<file path="src/sv/morus_pkg.sv">
// Types, constants and round functions for the MORUS-1280 encrypt step core.
package morus_pkg;

  localparam int ROWS      = 5;
  localparam int LANES     = 4;
  localparam int WORD_W    = 64;
  localparam int RESULTS   = ROWS + 1;
  localparam int ROW_IDX_W = 3;
  localparam int CNT_W     = 3;

  localparam int unsigned ROT0 = 13;
  localparam int unsigned ROT1 = 46;
  localparam int unsigned ROT2 = 38;
  localparam int unsigned ROT3 = 7;
  localparam int unsigned ROT4 = 4;

  typedef logic [WORD_W-1:0] word_t;
  typedef logic [LANES-1:0][WORD_W-1:0] row_t;

  typedef enum logic {
    OP_LOAD    = 1'b0,
    OP_ENCRYPT = 1'b1
  } opcode_t;

  typedef enum logic {
    KIND_CIPHER = 1'b0,
    KIND_ROW    = 1'b1
  } kind_t;

  typedef struct packed {
    opcode_t              opcode;
    logic [ROW_IDX_W-1:0] row_select;
    row_t                 data;
  } item_t;

  typedef struct packed {
    kind_t                kind;
    logic [ROW_IDX_W-1:0] row;
    row_t                 data;
    logic                 last;
  } result_t;

  typedef result_t [RESULTS-1:0] burst_t;

  function automatic word_t lane_rotl(input word_t x, input int unsigned n);
    return (x << n) | (x >> (WORD_W - n));
  endfunction

  // Whole-lane rotation: lane i takes lane (i - k) mod 4.
  function automatic row_t row_rotw(input row_t r, input logic [1:0] k);
    row_t       t;
    logic [1:0] src;
    for (int i = 0; i < LANES; i++) begin
      src  = 2'(i) - k;
      t[i] = r[src];
    end
    return t;
  endfunction

  function automatic row_t round_mix(input row_t a, input row_t b, input row_t c,
                                     input row_t d, input row_t m,
                                     input int unsigned n);
    row_t t;
    for (int i = 0; i < LANES; i++) begin
      t[i] = lane_rotl(a[i] ^ b[i] ^ (c[i] & d[i]) ^ m[i], n);
    end
    return t;
  endfunction

endpackage

</file>
<file path="src/sv/morus_in_stage.sv">
// Input register stage that holds one accepted item until the state core takes it.
module morus_in_stage (
  input  logic                  clk,
  input  logic                  rst_n,
  input  logic                  in_tvalid,
  output logic                  in_tready,
  input  logic [3:0]            in_tuser,
  input  logic [255:0]          in_tdata,
  input  logic                  item_take,
  output logic                  item_valid,
  output morus_pkg::item_t      item
);

  logic             valid_r;
  logic             valid_nxt;
  morus_pkg::item_t item_r;
  logic             accept;

  assign in_tready  = !valid_r || item_take;
  assign accept     = in_tvalid && in_tready;
  assign item_valid = valid_r;
  assign item       = item_r;

  always_comb begin
    if (accept) begin
      valid_nxt = 1'b1;
    end else if (item_take) begin
      valid_nxt = 1'b0;
    end else begin
      valid_nxt = valid_r;
    end
  end

  always_ff @(posedge clk) begin
    if (!rst_n) begin
      valid_r <= 1'b0;
    end else begin
      valid_r <= valid_nxt;
    end
  end

  always_ff @(posedge clk) begin
    if (accept) begin
      item_r.opcode     <= morus_pkg::opcode_t'(in_tuser[0]);
      item_r.row_select <= in_tuser[3:1];
      item_r.data       <= in_tdata;
    end
  end

endmodule

</file>
<file path="config.mk">
export PLATFORM = sky130hd
export DESIGN_NAME = morus_in_stage
export DESIGN_NICKNAME = d
export VERILOG_FILES = /design/src/sv/morus_pkg.sv /design/src/sv/morus_in_stage.sv
export SDC_FILE = /design/constraint.sdc
export NUM_CORES = 1
export LEC_CHECK = 0
export BUFFER_PORTS_ARGS = -buffer_cell sky130_fd_sc_hd__buf_2
export CAP_MARGIN = 20
export CORE_AREA = 4 4 203 205
export DETAILED_ROUTE_END_ITERATION = 6
export DIE_AREA = 0 0 207 209
export MAX_ROUTING_LAYER = met4
export PLACE_DENSITY_LB_ADDON = 0.08
export REMOVE_ABC_BUFFERS = 1
export SYNTH_ARGS = -nofsm -noshare
export SYNTH_HDL_FRONTEND = slang
export SYNTH_SLANG_ARGS = --single-unit
</file>
<file path="constraint.sdc">
create_clock -name clk -period 3 [get_ports clk]
set_input_delay 0 -clock clk [delete_from_list [all_inputs] [get_ports clk]]
set_output_delay 0 -clock clk [all_outputs]
set_load 0.05 [all_outputs]
</file>
==> results of run 1 <==
[kinds of logic (layout without fill, tap and decap cells)]
family          after synthesis  after routing  synth area share (%)
flops                       261            261                  99.5
other cells                   0              1                     0
compound gates                1              1                 0.143
buf+inv                       1            849                0.0477
simple gates                  2              2                 0.286
[per-layer routing]
| layer | GRT usage [%] | vias up | wire (µm) |
|---|---|---|---|
| li1 | - | 2744 | - |
| met1 | 11.9 | 2692 | 9220 |
| met2 | 21.9 | 296 | 14000 |
| met3 | 5.09 | 42 | 2730 |
| met4 | 3.81 | 0 | 722 |
| met5 | - | - | 0 |
[final cells by class]
class	count	area, µm²
Fill cell	3820	24700
Sequential cell	261	7830
Timing Repair Buffer	795	5340
Clock buffer	38	802
Tap cell	525	657
Clock inverter	15	71.3
Multi-Input combinational cell	3	33.8
Inverter	1	3.75
Antenna cell	1	2.50
[per-stage QoR]
| stage | total power [mW] | cell area, µm² | TNS, ns |
|---|---|---|---|
| after floorplan | 5.21 | 7870 | -15.35 |
| after global placement | 5.65 | 11200 | 0 |
| after detailed placement | 5.64 | 11200 | 0 |
| after CTS | 9.25 | 14700 | 0 |
| after global routing | 9.51 | 14700 | 0 |
| final | 9.09 | 14700 | 0 |
[timing repair]
item                       4_1_cts  5_1_grt
buffers inserted                 0        0
hold buffers                   262        0
hold endpoints to repair       261        0
setup endpoints to repair        0        0
[power by group through the flow]
stage	sequential (mW)	clock (mW)	combinational, mW
2_1_floorplan	5.14	0	0.0686
3_5_place_dp	4.39	0	1.25
5_1_grt	4.33	3.59	1.58
3_3_place_gp	4.39	0	1.25
4_1_cts	4.32	3.40	1.53
6_report	4.32	3.26	1.51
[final timing paths]
path / to / start / cells past startpoint / slack, ns
setup / recovery: item[240]$_DFFE_PP_ / item_valid$_SDFFE_PN0P_ / 3 / 1.27
hold / removal: item[147]$_DFFE_PP_ / in_tvalid / 2 / 0.06
setup reg to reg: item[240]$_DFFE_PP_ / item_valid$_SDFFE_PN0P_ / 3 / 1.27
hold reg to reg: item[147]$_DFFE_PP_ / item_valid$_SDFFE_PN0P_ / 2 / 1.00
[sequential cells by signal (all words and copies together), names as in the netlist]
signal / flops
item: 260
item_valid: 1
[Yosys cell counts]
library cell	number
dfxtp_1	1
edfxtp_1	260
inv_1	1
nand2b_4	1
and2_4	1
a21boi_2	1
==> out/metrics.csv, run 1 <==
metric,value,unit
total grt overflow,0,
Die Ht,209,µm
Hold Path Class,primary input to register,
routed via count,5774,
first-pass GRT wire length,39500,µm
CTS Buffer Depth,3,
Pre-antenna DRT Iters,4,
internal power,6.63,mW
Sw Share,27.1,%
final wirelength,26700,µm
std cell rows,73,
"slowest stage delay, CP",0.48,ns
syn_area_per_cell,29.7,µm²
GPL Wtd Cong,0.731,
Comb power frac,16.6,%
DP Wirelength,20000,µm
"Seq/Total Area, Yosys",99.5,%
yosys warns,0,
Core Box Area,0.0395,mm²
Num Clock Sinks,261,
Yosys top cell by area,edfxtp_1,
setup slack after layout,1.27,ns
Worst-Margin Slew,0.514,ns
drt drc,0,
Seq pwr share,47.5,%
CP Class,register to register,
CTS tree,done,
Clock Tree Root,clkbuf_16,
Max Clk Rate,580,MHz
Startpoint Class,register,
post-synth top area share,99.3,%
Clock Power Share,35.9,%
"Arr. time, crit path",1.92,ns
total track usage,12.1,%
Die Area,0.0433,mm²
Final Hold Viols,0,
synth top area cells,"edfxtp_1, dfxtp_1, nand2b_4, a21boi_2, and2_4",
slowest library cell on the worst path,and2_4,
"commonest non-fill, non-tap cell in the layout",buf_2,
maxcap violations,0,
Worst-path clk slew,0.06,ns
crit end category,register,
initial DRC count,145,
Num CTS Buffers,30,
outcome,"finished, final reports clean",
most frequent cells in the layout,"buf_2, dlygate4sd3_1, edfxtp_1, clkbuf_16",
Layout area overhead,87.3,%
PortBufs,525,
Yosys reg bits,261,
Die Wd,207,µm
Cells after Synth,265,
worst clock skew,0.0101,ns
final cell count without fillers,1639,
Max VDD drop,0.397,mV
synth unique cells,6,
Psw,2.46,mW
Place WS,1.28,ns
Syn Std Cell Area,0.00787,mm²
"CP delay by family, top",simple AND/OR/NAND/NOR gates,
largest net degree at the start of global routing,71,
starting density of the core,19.9,%
max-slew violations,0,
CTS H-Tree Depth,1,
RSZ-0062 raised after global routing,false,
Final Net Count,1356,
critical path cell sequence,nand2b_4 > and2_4 > buf_12,
Avg WL per Cell,16.3,µm
PostCTS Resize Cnt,0,
IO Pins,526,
Inst Count DP,1323,
Via density,3.52,
initial antenna violation count,1,
relative slew slack,65.7,%
Worst Path Max Fanout,70,
Tmin final,1.73,ns
vias in the first global route,6712,
Hold Slack,0.0641,ns
Final period util,57.5,%
clk_lat worst skew,0.55,ns
share of cells above drive strength 1,51.7,%
critical path required time,3.20,ns
WP buf/inv,1,
post-route ant nets,0,
Final Setup Violations,0,
final core occ,37.3,%
P_leak,6.18,nW
PD cells,617,mW/mm²
Power figures use the tool's default switching activity.
==> run 2: changes to the inputs <==
Clock period 3 ns to 1.73 ns, I/O delays scaled along.
==> run 2 against run 1 <==
Net effect: cell count grew 0.37%; maximum frequency grew 24%; worst setup slack lost 0.94 ns; final area increased by 1.5%; critical path type unchanged; critical endpoint is now item[141]$_DFFE_PP_; largest cell class unchanged; highest routed layer unchanged.
==> out/metrics.csv, run 2 (synthesis results as in run 1) <==
metric,value,unit
Startpoint Class,register,
internal power,12.0,mW
critical path cell sequence,nand2b_4 > and2_4 > buf_12 > buf_12,
Die Wd,207,µm
PortBufs,525,
final wirelength,27300,µm
TNS Setup,0,ns
Max Clk Rate,719,MHz
Psw,4.31,mW
Worst-path clk slew,0.06,ns
starting density of the core,19.9,%
Final period util,80.4,%
max FFs per register,260,
critical path required time,1.97,ns
Num Clock Sinks,261,
total grt overflow,0,
Die Area,0.0433,mm²
WP buf/inv,2,
"Arr. time, crit path",1.63,ns
"most used cell, CP",buf_12,
setup slack after layout,0.339,ns
Hold Path Class,primary input to register,
IO Pins,526,
Place WS,0.346,ns
vias in the first global route,6768,
Pre-antenna DRT Iters,4,
Max VDD drop,0.644,mV
drt drc,0,
Comb power frac,16.4,%
Die Ht,209,µm
DP Wirelength,20400,µm
CTS Buffer Depth,3,
crit end category,register,
Core Box Area,0.0395,mm²
"commonest non-fill, non-tap cell in the layout",buf_2,
CTS tree,done,
Num CTS Buffers,30,
Final Setup Violations,0,
CP Class,register to register,
initial antenna violation count,1,
worst clock skew,0.00497,ns
Via density,3.57,
share of cells above drive strength 1,51.8,%
Sw Share,26.5,%
slowest library cell on the worst path,dfxtp_1,
first-pass GRT wire length,40400,µm
post-route ant nets,0,
Tmin final,1.39,ns
Fill cells,3851,
PD cells,1090,mW/mm²
routed via count,5867,
most frequent cells in the layout,"buf_2, dlygate4sd3_1, edfxtp_1, clkbuf_16, buf_12",
std cell rows,73,
Placed Instance Area,0.0114,mm²
Clock Power Share,37.6,%
Worst Path Max Fanout,34,
Final Net Count,1362,
Clock Tree Root,clkbuf_16,
final total power,16.3,mW
max-slew violations,0,
maxcap violations,0,
outcome,"finished, final reports clean",
"slowest stage delay, CP",0.33,ns
PostCTS Resize Cnt,0,
clk_lat worst skew,0.55,ns
initial DRC count,181,
CTS H-Tree Depth,1,
relative slew slack,79.1,%
GPL Wtd Cong,0.712,
"CP delay by family, top",buffers and inverters,
RSZ-0062 raised after global routing,false,
Seq pwr share,46.0,%
largest net degree at the start of global routing,37,
Avg WL per Cell,16.6,µm
Worst-Margin Slew,0.316,ns
Layout area overhead,90.1,%
Final Hold Viols,0,
P_leak,6.27,nW
total track usage,12.4,%
Finished Cell Area,0.0150,mm²
[run 2: changes by cell type in the layout (fill, tap and decap cells not counted)]
cell	change
clkinv_2	-2
clkinv_1	-1
clkbuf_1	+1
buf_12	+8
clkinvlp_4	-1
dlygate4sd3_1	+1
bufinv_16	+3
buf_4	-3
[run 2: layout make-up]
cell class / count / area, µm² / area share [%]
Clock inverter: 14 / 140 / 0.937
Timing Repair Buffer: 801 / 5480 / 36.7
Multi-Input combinational cell: 3 / 33.8 / 0.226
Sequential cell: 261 / 7830 / 52.3
Inverter: 1 / 3.75 / 0.0251
Antenna cell: 1 / 2.50 / 0.0167
Tap cell: 525 / 657 / 4.39
Clock buffer: 39 / 806 / 5.39
[run 2: per-layer routing]
layer	share of wire (%)	wire length [µm]	global-route usage [%]
met1	35	9620	12.7
met2	53	14400	22.1
met3	9.7	2660	4.85
met4	2.5	682	3.56
met5	0	0	-
[run 2: stage by stage]
stage	hold WS [ns]	cells	util, %
after floorplan	0.0989	265	-
after global placement	0.176	1328	28.8
after detailed placement	0.178	1328	28.8
after CTS	0.0964	1644	37.9
after global routing	0.124	1645	37.9
final	0.134	1645	37.9
[run 2: worst paths after layout]
check	from	to	slack, ns	cells after the start
min reg2reg	item_valid$_SDFFE_PN0P_	item[42]$_DFFE_PP_	0.90	3
max reg2reg	item_valid$_SDFFE_PN0P_	item[141]$_DFFE_PP_	0.34	4
min	item_take	item[42]$_DFFE_PP_	0.13	4
max	item_valid$_SDFFE_PN0P_	item[141]$_DFFE_PP_	0.34	4
[run 2: timing repair]
action | 4_1_cts | 5_1_grt
hold endpoints to repair | 271 | 0
buffers inserted | 0 | 0
hold buffers | 263 | 0
[run 2: power by group through the flow]
| stage | Clock [mW] | Combinational, mW | Sequential [mW] |
|---|---|---|---|
| after floorplan | 0 | 0.119 | 8.92 |
| after global placement | 0 | 2.23 | 7.62 |
| after detailed placement | 0 | 2.22 | 7.62 |
| after CTS | 6.38 | 2.71 | 7.49 |
| after global routing | 6.67 | 2.80 | 7.52 |
| final | 6.13 | 2.67 | 7.49 |
[run 2: worst register-to-register path: stages (launching register included)]
cell and delay (ns):
dfxtp_1 0.33, nand2b_4 0.08, and2_4 0.17, buf_12 0.19, buf_12 0.27
