File: src/sv/morus_pkg.sv
// Types, constants and round functions for the MORUS-1280 encrypt step core.
package morus_pkg;

  localparam int ROWS      = 5;
  localparam int LANES     = 4;
  localparam int WORD_W    = 64;
  localparam int RESULTS   = ROWS + 1;
  localparam int ROW_IDX_W = 3;
  localparam int CNT_W     = 3;

  localparam int unsigned ROT0 = 13;
  localparam int unsigned ROT1 = 46;
  localparam int unsigned ROT2 = 38;
  localparam int unsigned ROT3 = 7;
  localparam int unsigned ROT4 = 4;

  typedef logic [WORD_W-1:0] word_t;
  typedef logic [LANES-1:0][WORD_W-1:0] row_t;

  typedef enum logic {
    OP_LOAD    = 1'b0,
    OP_ENCRYPT = 1'b1
  } opcode_t;

  typedef enum logic {
    KIND_CIPHER = 1'b0,
    KIND_ROW    = 1'b1
  } kind_t;

  typedef struct packed {
    opcode_t              opcode;
    logic [ROW_IDX_W-1:0] row_select;
    row_t                 data;
  } item_t;

  typedef struct packed {
    kind_t                kind;
    logic [ROW_IDX_W-1:0] row;
    row_t                 data;
    logic                 last;
  } result_t;

  typedef result_t [RESULTS-1:0] burst_t;

  function automatic word_t lane_rotl(input word_t x, input int unsigned n);
    return (x << n) | (x >> (WORD_W - n));
  endfunction

  // Whole-lane rotation: lane i takes lane (i - k) mod 4.
  function automatic row_t row_rotw(input row_t r, input logic [1:0] k);
    row_t       t;
    logic [1:0] src;
    for (int i = 0; i < LANES; i++) begin
      src  = 2'(i) - k;
      t[i] = r[src];
    end
    return t;
  endfunction

  function automatic row_t round_mix(input row_t a, input row_t b, input row_t c,
                                     input row_t d, input row_t m,
                                     input int unsigned n);
    row_t t;
    for (int i = 0; i < LANES; i++) begin
      t[i] = lane_rotl(a[i] ^ b[i] ^ (c[i] & d[i]) ^ m[i], n);
    end
    return t;
  endfunction

endpackage

File: src/sv/morus_emit.sv
// Result buffer that presents the six results of an encrypt item one per transfer.
module morus_emit (
  input  logic              clk,
  input  logic              rst_n,
  input  logic              burst_load,
  input  morus_pkg::burst_t burst,
  output logic              emit_free,
  output logic              out_tvalid,
  input  logic              out_tready,
  output morus_pkg::result_t head
);

  morus_pkg::burst_t              buf_r;
  morus_pkg::burst_t              buf_nxt;
  logic [morus_pkg::CNT_W-1:0]    cnt_r;
  logic [morus_pkg::CNT_W-1:0]    cnt_nxt;
  logic                           take;

  assign out_tvalid = (cnt_r != '0);
  assign take       = out_tvalid && out_tready;
  assign emit_free  = (cnt_r == '0) || ((cnt_r == morus_pkg::CNT_W'(1)) && out_tready);
  assign head       = buf_r[0];

  always_comb begin
    buf_nxt = buf_r;
    cnt_nxt = cnt_r;
    if (burst_load) begin
      buf_nxt = burst;
      cnt_nxt = morus_pkg::CNT_W'(morus_pkg::RESULTS);
    end else if (take) begin
      for (int i = 0; i < morus_pkg::RESULTS - 1; i++) begin
        buf_nxt[i] = buf_r[i+1];
      end
      cnt_nxt = cnt_r - morus_pkg::CNT_W'(1);
    end
  end

  always_ff @(posedge clk) begin
    if (!rst_n) begin
      cnt_r <= '0;
    end else begin
      cnt_r <= cnt_nxt;
    end
  end

  always_ff @(posedge clk) begin
    buf_r <= buf_nxt;
  end

endmodule

File: config.mk
export PLATFORM = sky130hd
export DESIGN_NAME = morus_emit
export DESIGN_NICKNAME = d
export VERILOG_FILES = /design/src/sv/morus_pkg.sv /design/src/sv/morus_emit.sv
export SDC_FILE = /design/constraint.sdc
export NUM_CORES = 1
export LEC_CHECK = 0
export BUFFER_PORTS_ARGS = -buffer_cell sky130_fd_sc_hd__buf_2
export CAP_MARGIN = 10
export CORE_AREA = 5 5 716 718
export DETAILED_ROUTE_END_ITERATION = 12
export DIE_AREA = 0 0 721 723
export HOLD_SLACK_MARGIN = 0.02
export PLACE_DENSITY = 0.39
export SLEW_MARGIN = 20
export SYNTH_ARGS = -nofsm -noshare
export SYNTH_HDL_FRONTEND = slang
export SYNTH_SLANG_ARGS = --single-unit
File: constraint.sdc
create_clock -name clk -period 79.8 [get_ports clk]
set_input_delay 23.94 -clock clk [delete_from_list [all_inputs] [get_ports clk]]
set_output_delay 23.94 -clock clk [all_outputs]
set_load 0.1 [all_outputs]
==> results_dict.tcl, run 1 <==
set metrics [dict create \
    drt-pass1-iter-count 5 \
    grt_pass1_wl_um 463300 \
    synthMuxAreaShare 0.2249 \
    switching_share 0.2894 \
    setup_slack_ps 31110 \
    cp_top_family "buffers and inverters" \
    cts_root_buffer "clkbuf_16" \
    power_switching_uw 674.4 \
    core.rowCount 261 \
    dp_cells 11477 \
    synth_compound_area_frac 0.0005744 \
    max-vdd-ir-drop_mv 0.01660 \
    cts_made_buffers 203 \
    vias 38917 \
    cts_tree "built" \
    clock_skew_ps 90.76 \
    drv_cap 0 \
    overflow 0 \
    die_h_um 723 \
    fin_cells 11991 \
    power_frac_comb 0.142 \
    slew_headroom 0.1585 \
    slowest_stage "buf_2" \
    ys_seq_area_frac 0.7205 \
    grt_pass1_vias 38890 \
    clk_path_buf_depth 4 \
    finalHoldViolCount 0 \
    synth.distinct_cells 19 \
    drtIter0Drc 3168 \
    crit_type "in -> out" \
    synth_top_family_by_area "multiplexers" \
    avgSynthCellArea_um2 19.80 \
    internal-power_uw 1656 \
    seq_power_share 0.457 \
    path_cells "buf_2, a21oi_1, nor2_1, buf_2" \
    ctsResizeCount 0 \
    cp.required_ps 55860 \
    power.total_uw 2330 \
    rsz0062_at_grt "false" \
    crit_path_start_kind "input pin" \
    tightest_slew_ps 1262 \
    gp_congestion 0.9484 \
    synth-seq-cells 1569 \
    grt_max_degree 159 \
    max_freq_ghz 0.02054 \
    drv_slew 0 \
    yosys_warnings 0 \
    io_buffer_count 1832 \
    hold_ws_ps 516.9 \
    die_w_um 721 \
    place_hpwl_um 322100 \
    synthXorXnorAreaFrac 0 \
    pre_cts_ws_ps 31110 \
    drc 0 \
    crit_arrival_ps 24750 \
    worstPathMaxFanout 7 \
    clk_latency_ps 910 \
    timing.setup.tns_ps 0 \
    wl_um 380300 \
    fin_nets 6549 \
    placeableCoreArea_um2 504500 \
    cts_setup_buffers 0 \
    antenna_found_initial 574 \
    critPathMaxStageDelay_ps 450 \
    htreeDepth 4 \
    period_needed_ps 48690 \
    pwr_density_cell_nw_per_um2 26.84 \
    clkTransAtPathRegs_ps 60 \
    synth_nets 4874 \
    synthCells 3301 \
    outcome "finished clean" \
    critPathBufInv 2 \
    finalCritPeriodShare 0.6102 \
    clock-sinks 1569 \
    area_delta_synth_final_pct 32.82 \
    wl_per_cell_um 31.71 \
    vias_per_cell 3.246 \
    setup_viol 0 \
    ant_nets 0 \
    cts_hold_buf 0 \
    drive_gt1_frac 0.6752 \
    synth_simple_gate_area_frac 0.0007850 \
    path_common_cell "buf_2" \
    power.leakage_uw 0.03151 \
    track_usage 0.1390 \
    die-area_um2 521300 \
    start_util 0.1295 \
    end_kind "output port" \
    clkPwrFrac 0.400 \
    synth-adder-area-share 0.0005744 \
    hold_path.class "reg -> reg" \
    io_pins 1833 \
    syn_area_um2 65350 \
]
## stage by stage
stage	utilization	cell area (µm²)
floorplan	-	65350
CTS	0.1713	86430
global route	0.1715	86530
finish	0.1720	86800
global placement	0.1583	79870
detailed placement	0.1583	79870
## metal layers
layer  share of wire  global-route usage  routed length [µm]  vias up
met2            0.43              0.2132              164900     2305
li1                -                   -                   -    16224
met5          0.0032            0.002219                1233        -
met3            0.11             0.05982               41060      935
met4           0.029             0.02948               11080      166
met1            0.43              0.1804              162000    19287
## state kept, by name, summed over array words and instances (netlist names)
signal,cells
buf_r,1305
cnt_r,3
head,261
## cells by family after synthesis
kind of cell,Yosys count
AOI/OAI and AO/OA,5
adders and majority gates,3
buffers and inverters,409
DFF,1569
muxes,1305
and+or+nand+nor,10
## worst register-to-register path: cells and delay by family (launching register included)
family	cells	cell delay (ps)
buffers and inverters	6	4090
and+or+nand+nor	3	840
DFF	1	350
adders and majority gates	1	240
## cells in the mapped netlist
cell type  instances  area share
a211o_1            1     0.00013
a21oi_1            2     0.00015
and2_1             1    0.000096
and3_1             2     0.00019
buf_2             12     0.00092
buf_4            284       0.033
buf_6            110       0.019
dfxtp_1            3     0.00092
edfxtp_1        1566        0.72
ha_1               3     0.00057
inv_1              3     0.00017
mux2_2          1305        0.22
nand2_1            3     0.00017
nand2b_1           1    0.000096
nand4_1            1    0.000096
nor2_1             1    0.000057
nor3_1             1    0.000077
o211a_1            1     0.00015
o31a_1             1     0.00013
## final timing paths
| check | start | end | cells past startpoint | slack [ps] |
|---|---|---|---|---|
| worst min-delay path | buf_r[892] | buf_r[631] | 1 | 520 |
| worst max-delay path | out_tready | emit_free | 4 | 31110 |
| worst max register to register | cnt_r[0] | buf_r[635] | 10 | 73780 |
| worst min register to register | buf_r[892] | buf_r[631] | 1 | 520 |
## power groups by stage
stage	Clock [µW]	Sequential, µW	Combinational [µW]
detailed placement	0	1090	337
global placement	0	1080	336
finish	933	1070	332
global route	1000	1070	348
CTS	970	1070	339
floorplan	0	1120	232
## cells in the final DEF, fill, tap and decap left out
cell type	netlist	routed
clkbuf_1	0	44
ha_1	3	3
nand2_1	3	2
inv_6	0	3
inv_1	3	3
nand2_4	0	1
and3_1	2	2
buf_4	284	41
buf_12	0	4
inv_16	0	2
diode_2	0	146
bufinv_16	0	21
clkbuf_16	0	204
mux2_2	1305	1305
o211a_1	1	1
clkinv_4	0	3
nand4_1	1	1
a21oi_1	2	2
inv_8	0	3
a211o_1	1	1
o31a_1	1	1
clkinv_1	0	36
buf_2	12	1831
nand2b_1	1	1
nor2_1	1	1
clkinv_8	0	5
edfxtp_1	1566	1566
nor3_1	1	1
and2_1	1	1
clkinv_2	0	39
dfxtp_1	3	3
clkinvlp_4	0	5
clkinv_16	0	3
## cell type report
type                    instances  area, µm²
repair buffers               1876       9552
clock inverters               120       1296
well taps                    6706       8391
diodes                        146      365.4
flip-flops and latches       1569      47090
fillers                     55042     417700
multi-input cells            1323      14830
clock buffers                 248       5270
inverters                       3      11.26
Power figures use the tool's default switching activity.
==> run 2: changes to the inputs <==
ABC_AREA = 1   (was not set)
PLACE_DENSITY = 0.4   (was 0.39)
clock period = 39.5 ns   (was 79.8 ns; I/O delays follow)
==> run 2 against run 1 <==
First-iteration DRC count grew 51%. Hold slack lost 44 ps. Cell count grew 22%. Synthesized area is essentially flat. Final area is essentially flat. Total power grew 99%. Register-to-register slack lost 42000 ps. Critical path type unchanged. Critical endpoint unchanged.
==> results_dict.tcl, run 2 <==
set metrics [dict create \
    synth_nets 7640 \
    seq_power_share 0.459 \
    holdPathEnd "buf_r[363]" \
    clock-sinks 1569 \
    drtIter0Drc 4779 \
    die_w_um 721 \
    period_needed_ps 24400 \
    drv_slew 0 \
    drc 0 \
    vias 49747 \
    path_common_cell "buf_2" \
    synth_common_cells "3927 x nand2_1, 1566 x edfxtp_1, 263 x buf_4, 230 x buf_2, 41 x clkbuf_1" \
    setup_slack_ps 15100 \
    synth-seq-cells 1569 \
    cp.required_ps 27650 \
    pwr_density_cell_nw_per_um2 53.31 \
    reg2reg_slack_ps 31840 \
    track_usage 0.1347 \
    die_h_um 723 \
    htreeDepth 4 \
    clkTransAtPathRegs_ps 60 \
    ys.flop_type "edfxtp_1" \
    power_switching_uw 1389 \
    cp_top_family "buffers and inverters" \
    cts_root_buffer "clkbuf_16" \
    cts_tree "built" \
    wl_per_cell_um 25.33 \
    critPathMaxStageDelay_ps 440 \
    switching_share 0.2999 \
    worstPathMaxFanout 3 \
    dp_cells 14112 \
    path_cells "buf_2, nand3_1, nand2_1, buf_2" \
    area_delta_synth_final_pct 32.93 \
    gp_congestion 0.9063 \
    start_util 0.1295 \
    clk_latency_ps 890 \
    io_pins 1833 \
    antenna_found_initial 438 \
    synth_edf_count 1566 \
    pre_cts_ws_ps 15110 \
    ff2ff_path_depth 12 \
    mostFrequentLayoutCells "3926 x nand2_1, 1829 x buf_2, 1566 x edfxtp_1" \
    clkPwrFrac 0.398 \
    place_hpwl_um 303600 \
    synthCells 6067 \
    clock_skew_ps 82.76 \
    yosys_warnings 0 \
    drive_gt1_frac 0.2796 \
    critPathBufInv 2 \
    synthTopCellsByArea "edfxtp_1 72%, nand2_1 23%, buf_4 3.0%" \
    cts_setup_buffers 0 \
    cts_made_buffers 204 \
    grt_max_degree 160 \
    finalHoldViolCount 0 \
    setup_viol 0 \
    cts_hold_buf 0 \
    min_path_cells 2 \
    wl_um 370600 \
    clk_path_buf_depth 4 \
    worstHoldStart "buf_r[624]" \
    max_freq_ghz 0.04099 \
    grt_pass1_wl_um 467000 \
    max-vdd-ir-drop_mv 0.03495 \
    hold_path.class "reg -> reg" \
    power.leakage_uw 0.03815 \
    drt-pass1-iter-count 5 \
    fin_cells 14628 \
    reg2reg_to "buf_r[409]" \
    grt_pass1_vias 47351 \
    crit_path_start_kind "input pin" \
    crit_arrival_ps 12550 \
    syn_area_um2 65350 \
    tightest_slew_ps 1136 \
    power_frac_comb 0.142 \
    io_buffer_count 1832 \
    avgSynthCellArea_um2 10.77 \
    overflow 0 \
    internal-power_uw 3242 \
    slowest_stage "buf_2" \
    timing.setup.tns_ps 0 \
    yosysMostFrequentCell "nand2_1" \
    end_kind "output port" \
    core.rowCount 261 \
    largest_register_ffs 1305 \
    placeableCoreArea_um2 504500 \
    rsz0062_at_grt "false" \
    synth_top_cell_area_share 0.7195 \
    largest-register "buf_r" \
    die-area_um2 521300 \
    crit_type "in -> out" \
    async_flop_share 0 \
    vias_per_cell 3.401 \
    synth_top_cell_by_area "edfxtp_1" \
    synth.distinct_cells 15 \
    ys_seq_area_frac 0.7205 \
    rr_startpoint "cnt_r[0]" \
    ctsResizeCount 0 \
    outcome "finished clean" \
    slew_headroom 0.2478 \
    mostFrequentLayoutCell "nand2_1" \
    ant_nets 0 \
    drv_cap 0 \
    finalCritPeriodShare 0.6177 \
    fin_nets 9185 \
]
==> run 2: final cells by class <==
cell class / instances / area [µm²]
repair buffers: 1890 / 9699
clock buffers: 243 / 5315
clock inverters: 126 / 1137
well taps: 6706 / 8391
diodes: 147 / 367.9
multi-input cells: 3939 / 14840
inverters: 8 / 46.29
fillers: 56693 / 417700
flip-flops and latches: 1569 / 47090
==> run 2: kinds of logic after synthesis <==
kind of cell	after synthesis	synth area share
flops	1569	0.7205
fa+ha+maj	3	0.0005744
compound gates	3	0.0002297
buf+inv	559	0.05278
simple gates	3933	0.2259
==> run 2: tightest hold or removal path, delay by kind of cell, from the launching register on <==
family           cells  cell delay [ps]
DFF                  1              320
and+or+nand+nor      2              100
==> run 2: layer usage <==
metal | GRT usage | part of all wire | wire, µm | vias to the layer above
met5 | 0 | 0.0026 | 967 | -
met4 | 0.03245 | 0.028 | 10440 | 156
met3 | 0.06093 | 0.11 | 42240 | 784
met2 | 0.1975 | 0.42 | 155300 | 2504
met1 | 0.1791 | 0.44 | 161600 | 23545
li1 | - | - | - | 22758
==> run 2: worst max-delay path by stage <==
| stage | start | endpoint | slack [ps] | depth (start not counted) |
|---|---|---|---|---|
| global placement | out_tready | emit_free | 15100 | 4 |
| detailed placement | out_tready | emit_free | 15110 | 4 |
| finish | out_tready | emit_free | 15100 | 4 |
| floorplan | burst_load | buf_r[1000] | 10590 | 5 |
| CTS | out_tready | emit_free | 15110 | 4 |
| global route | out_tready | emit_free | 15050 | 4 |
==> run 2: stage by stage <==
stage | area (µm²) | power, µW | hold WS (ps) | util
floorplan | 65360 | 2637 | 458.2 | -
global placement | 80060 | 2833 | 473.6 | 0.1587
detailed placement | 80060 | 2835 | 485.6 | 0.1587
CTS | 86510 | 4713 | 464.4 | 0.1715
global route | 86610 | 4819 | 492.2 | 0.1717
finish | 86880 | 4632 | 472.6 | 0.1722
==> run 2: power groups by stage <==
stage	combinational, µW	sequential [µW]	clock [µW]
after floorplan	439	2200	0
after global placement	668	2170	0
after detailed placement	669	2170	0
after CTS	671	2130	1910
after global routing	707	2140	1970
final	659	2130	1840
